$ cat config.mk
export PLATFORM = sky130hd
export DESIGN_NAME = p420_lane
export DESIGN_NICKNAME = d
export VERILOG_FILES = /design/src/rtl/p420_pkg.sv /design/src/rtl/p420_lane.sv
export SDC_FILE = /design/constraint.sdc
export NUM_CORES = 1
export LEC_CHECK = 0
export CORE_MARGIN = 2
export CORE_UTILIZATION = 58
export CTS_BUF_LIST = sky130_fd_sc_hd__clkbuf_16
export DETAILED_ROUTE_END_ITERATION = 8
export DONT_BUFFER_PORTS = 1
export GPL_TIMING_DRIVEN = 0
export PLACE_DENSITY_LB_ADDON = 0.12
export SKIP_LAST_GASP = 1
export SLEW_MARGIN = 20
export SYNTH_ARGS = -nofsm -noshare
export SYNTH_HDL_FRONTEND = slang
export SYNTH_SLANG_ARGS = --single-unit
$ cat constraint.sdc
create_clock -name clock -period 18.6 [get_ports clock]
set_input_delay 2.79 -clock clock [delete_from_list [all_inputs] [get_ports clock]]
set_output_delay 2.79 -clock clock [all_outputs]
set_load 0.03 [all_outputs]
$ cat src/rtl/p420_pkg.sv
// ---------------------------------------------------------------------------
// p420_pkg: shared types and constants of the planar 4:2:0 to RGB24 converter
// Beat payloads, configuration layout, coefficients and derived widths.
// ---------------------------------------------------------------------------
package p420_pkg;

   // Line store depth in pixel pairs.
   localparam int MAX_PAIRS_PER_ROW = 512;
   localparam int MAX_ROWS          = 1024;

   // Configuration register widths and indexes.
   localparam int PPR_W     = 10;
   localparam int RPF_W     = 11;
   localparam int CSR_IDX_W = 1;
   localparam int CSR_DAT_W = 11;

   localparam logic [CSR_IDX_W-1:0] REG_PAIRS_PER_ROW  = 1'd0;
   localparam logic [CSR_IDX_W-1:0] REG_ROWS_PER_FRAME = 1'd1;

   localparam logic [PPR_W-1:0] PPR_RESET = 10'd176;
   localparam logic [RPF_W-1:0] RPF_RESET = 11'd288;

   // Counter widths.
   localparam int COL_W  = $clog2(MAX_PAIRS_PER_ROW);
   localparam int WIDE_W = (COL_W + 1 > PPR_W) ? COL_W + 1 : PPR_W;
   localparam int ROW_W  = $clog2(MAX_ROWS);

   // Sample and arithmetic widths.
   localparam int BYTE_W  = 8;
   localparam int COEF_W  = 12;
   localparam int PROD_W  = 20;
   localparam int FRAC_W  = 10;
   localparam int OFF_W   = PROD_W - FRAC_W;
   localparam int SUM_W   = 11;

   localparam logic signed [COEF_W-1:0] COEF_RV = 12'sd1436;
   localparam logic signed [COEF_W-1:0] COEF_GU = 12'sd352;
   localparam logic signed [COEF_W-1:0] COEF_GV = 12'sd731;
   localparam logic signed [COEF_W-1:0] COEF_BU = 12'sd1814;

   typedef struct packed {
      logic [BYTE_W-1:0] luma_left;
      logic [BYTE_W-1:0] luma_right;
      logic [BYTE_W-1:0] chroma_blue;
      logic [BYTE_W-1:0] chroma_red;
   } req_type;

   typedef struct packed {
      logic [BYTE_W-1:0] red_left;
      logic [BYTE_W-1:0] green_left;
      logic [BYTE_W-1:0] blue_left;
      logic [BYTE_W-1:0] red_right;
      logic [BYTE_W-1:0] green_right;
      logic [BYTE_W-1:0] blue_right;
      logic              row_end;
   } rsp_type;

   typedef struct packed {
      logic [BYTE_W-1:0] red;
      logic [BYTE_W-1:0] green;
      logic [BYTE_W-1:0] blue;
   } pixel_type;

   typedef struct packed {
      logic [PPR_W-1:0] pairs_per_row;
      logic [RPF_W-1:0] rows_per_frame;
   } cfg_type;

   typedef struct packed {
      logic even_row;
      logic row_end;
   } line_status_type;

endpackage

$ cat src/rtl/p420_lane.sv
// ---------------------------------------------------------------------------
// p420_lane: one pixel conversion lane
// Multiplies chroma by the fixed-point coefficients, registers the offsets,
// then adds luma and clamps each channel to a byte.
// ---------------------------------------------------------------------------
module p420_lane (
   input  logic                        clock,
   input  logic                        load,
   input  logic [p420_pkg::BYTE_W-1:0] luma,
   input  logic [p420_pkg::BYTE_W-1:0] chroma_blue,
   input  logic [p420_pkg::BYTE_W-1:0] chroma_red,
   output p420_pkg::pixel_type         pixel
);
   import p420_pkg::*;

   function automatic logic [BYTE_W-1:0] clamp_byte(input logic signed [SUM_W-1:0] x);
      logic [BYTE_W-1:0] r;
      if (x < 0) begin
         r = '0;
      end else if (x > SUM_W'(255)) begin
         r = '1;
      end else begin
         r = x[BYTE_W-1:0];
      end
      return r;
   endfunction

   logic signed [BYTE_W-1:0] u, v;
   logic signed [PROD_W-1:0] prod_r, prod_g, prod_b;

   logic [BYTE_W-1:0]       y_ff;
   logic signed [OFF_W-1:0] off_r_ff, off_g_ff, off_b_ff;

   logic signed [SUM_W-1:0] y_s, sum_r, sum_g, sum_b;

   // Removing the 128 offset is an MSB flip into two's complement.
   assign u = signed'({~chroma_blue[BYTE_W-1], chroma_blue[BYTE_W-2:0]});
   assign v = signed'({~chroma_red[BYTE_W-1], chroma_red[BYTE_W-2:0]});

   assign prod_r = PROD_W'(v) * PROD_W'(COEF_RV);
   assign prod_g = PROD_W'(u) * PROD_W'(COEF_GU) + PROD_W'(v) * PROD_W'(COEF_GV);
   assign prod_b = PROD_W'(u) * PROD_W'(COEF_BU);

   // Dropping the fraction bits of a signed product is a floor shift.
   always_ff @(posedge clock) begin
      if (load) begin
         y_ff     <= luma;
         off_r_ff <= prod_r[PROD_W-1:FRAC_W];
         off_g_ff <= prod_g[PROD_W-1:FRAC_W];
         off_b_ff <= prod_b[PROD_W-1:FRAC_W];
      end
   end

   assign y_s   = signed'({{(SUM_W-BYTE_W){1'b0}}, y_ff});
   assign sum_r = y_s + SUM_W'(off_r_ff);
   assign sum_g = y_s - SUM_W'(off_g_ff);
   assign sum_b = y_s + SUM_W'(off_b_ff);

   assign pixel.red   = clamp_byte(sum_r);
   assign pixel.green = clamp_byte(sum_g);
   assign pixel.blue  = clamp_byte(sum_b);

endmodule

==> results.sh <==
export IMPL_status="finished clean"
export IMPL_async_reset_ff_share_pct=0
export IMPL_antenna_found_initial=0
export IMPL_fmax_mhz=122
export IMPL_grt_pass1_vias=5177
export IMPL_synthFlopType="edfxtp_1"
export IMPL_grt_first_pass_wirelength_um=24000
export IMPL_setup_worst_path_start="chroma_blue[1]"
export IMPL_synth_area_um2=7310
export IMPL_place_area_um2=7530
export IMPL_drtPass1Iterations=4
export IMPL_power_density_nw_per_um2=157
export IMPL_ys_top_cells_by_count="ha_1 (183), inv_1 (154), fa_1 (68), a21oi_1 (52), edfxtp_1 (38)"
export IMPL_cp_max_fo=7
export IMPL_grt_max_degree=39
export IMPL_drt_wl_total_um=14300
export IMPL_finalHoldViolCount=0
export IMPL_area_delta_synth_final_pct=5.53
export IMPL_avgSynthCellArea_um2=9.88
export IMPL_cp_end_kind="flop"
export IMPL_synth_edf_count=38
export IMPL_synth_cell_type_count=46
export IMPL_syn_nets=1017
export IMPL_critPathKind="primary input to flop"
export IMPL_io_pin_count=50
export IMPL_io_buffers=0
export IMPL_cts_sinks=38
export IMPL_diodes=0
export IMPL_slowest_stage="fa_1"
export IMPL_tns_ps=0
export IMPL_final_nets=1024
export IMPL_drtAntennaViolNets=0
export IMPL_ys_ff_latch=38
export IMPL_cts_tree="built"
export IMPL_maxCapViolations=0
export IMPL_routedWlPerCell_um=15.5
export IMPL_yosys_top_cells_area="ha_1 (31%), fa_1 (19%), edfxtp_1 (16%), inv_1 (7.9%), xnor2_1 (3.7%)"
export IMPL_post_dp_hpwl_um=12300
export IMPL_die_h_um=116
export IMPL_crit_buf_inv=1
export IMPL_report_final_slew_viol_count=0
export IMPL_min_to="y_ff[3]"
export IMPL_synth_warnings=0
export IMPL_yosysMostFrequentCell="ha_1"
export IMPL_post_route_period_util_pct=44.1
export IMPL_cts_resized=0
export IMPL_htreeDepth=2
export IMPL_slew_headroom_pct=43.9
export IMPL_syn_instance_count=740
export IMPL_worstPathCellList="ha_1, fa_1, ha_1, a21o_1, a21oi_1, xnor2_1, fa_1, fa_1, inv_1, fa_1, ha_1, ha_1, a21o_1, a21o_1, a221oi_1, nor2b_1, o21ai_0, o21bai_1, a21oi_1, xnor2_1"
export IMPL_cts_clk_slew_worst_paths_ps=60
export IMPL_whs_path_depth=0
export IMPL_irDropWorstVdd_v=0.000106
export IMPL_crit_required_ps=18640
export IMPL_hp_class="primary input to flop"
export IMPL_track_usage_pct=22.4
export IMPL_p_leak_nw=3.98
export IMPL_drt_iter0_markers=287
export IMPL_final_area_um2=7720
export IMPL_num_rows=41
export IMPL_min_from="luma[3]"
export IMPL_grt_setup_unrepaired="false"
export IMPL_fin_cells=920
export IMPL_synth_top_area_share_pct=31.3
export IMPL_critPathLaunchType="primary input"
export IMPL_num_vias=5019
export IMPL_clock_path_buffers=2
export IMPL_via_per_inst=5.46
export IMPL_tightest_slew_ps=839
export IMPL_post_place_cells=912
export IMPL_ys_seq_area_share_pct=15.6
export IMPL_layout_min_cycle_time_ps=8210
export IMPL_crit_arrival_ps=8240
export IMPL_die_w_um=116
export IMPL_slowest_delay_ps=490
export IMPL_postCtsSetupRepairBufs=0
export IMPL_post_route_drc_count=0
export IMPL_die_area_um2=13500
export IMPL_overflow=0
export IMPL_finalSetupViolCount=0
export IMPL_numCtsBuffers=5
export IMPL_synth_top_area_cell="ha_1"
export IMPL_cts_root_buf="clkbuf_16"
export IMPL_start_util_pct=58.7
export IMPL_crit_family="adder cells"
export IMPL_core_area_um2=12500
export IMPL_gp_congestion=0.924
export IMPL_drive_gt1_share_pct=2.54
export IMPL_whs_ps=2600
export IMPL_holdBufCountCts=0
routing by layer:
layer | wire length [µm] | GRT usage (%)
met5 | 0 | 0
met4 | 364 | 7.70
met3 | 465 | 2.02
met2 | 6790 | 38.8
met1 | 6630 | 29.7
registers in the layout, summed over array words and instances, names as in the netlist:
signal / flops
off_r_ff: 10
off_b_ff: 10
y_ff: 8
off_g_ff: 10
area by class of cell:
| cell class | count | area, µm² |
|---|---|---|
| clock buffers | 5 | 125 |
| well taps | 172 | 215 |
| flip-flops and latches | 38 | 1140 |
| clock inverters | 3 | 63.8 |
| fillers | 1051 | 4750 |
| multi-input cells | 548 | 5590 |
| inverters | 154 | 578 |
worst max-delay path by stage:
stage,slack [ps],depth (start not counted),to
after floorplan,10440,20,off_g_ff[9]
after global placement,10130,20,off_g_ff[9]
after detailed placement,10080,20,off_g_ff[9]
after CTS,10360,20,off_g_ff[9]
after global routing,9970,20,off_g_ff[9]
final,10390,20,off_g_ff[9]
cell usage in the layout, fill, tap and decap left out, types with 8 or more instances in the layout:
cell      instances
a21o_1           16
a21oi_1          52
edfxtp_1         38
fa_1             68
ha_1            183
inv_1           154
nand2_1          22
nand2b_1         16
nor2_1           24
nor2b_1          11
nor3_1            8
o21ai_0          21
xnor2_1          31
xor2_1           27
cell families (layout without fill, tap and decap cells):
logic type	count (synthesis)	in the layout	synth area share [%]
flops	38	38	15.6
simple gates	107	107	7.44
buf+inv	154	162	7.90
xor+xnor	58	58	6.95
mux	1	1	0.154
fa+ha+maj	251	251	49.9
compound gates	131	131	12.0
power breakdown:
part / switching, mW / internal, mW / leakage (nW) / total, mW
Clock: 0.0322 / 0.0763 / 0.0915 / 0.108
Sequential: 0.0162 / 0.166 / 0.372 / 0.182
Combinational: 0.539 / 0.385 / 3.52 / 0.924
Total: 0.587 / 0.627 / 3.98 / 1.21
through the flow:
stage / utilization (%) / power [mW] / setup slack (ps)
6_report: 61.9 / 1.21 / 10390
5_1_grt: 61.9 / 1.35 / 9970
2_1_floorplan: - / 0.925 / 10440
3_5_place_dp: 60.4 / 1.10 / 10080
3_3_place_gp: 60.4 / 1.06 / 10130
4_1_cts: 61.9 / 1.22 / 10360
(Power assumes the default switching activity.)
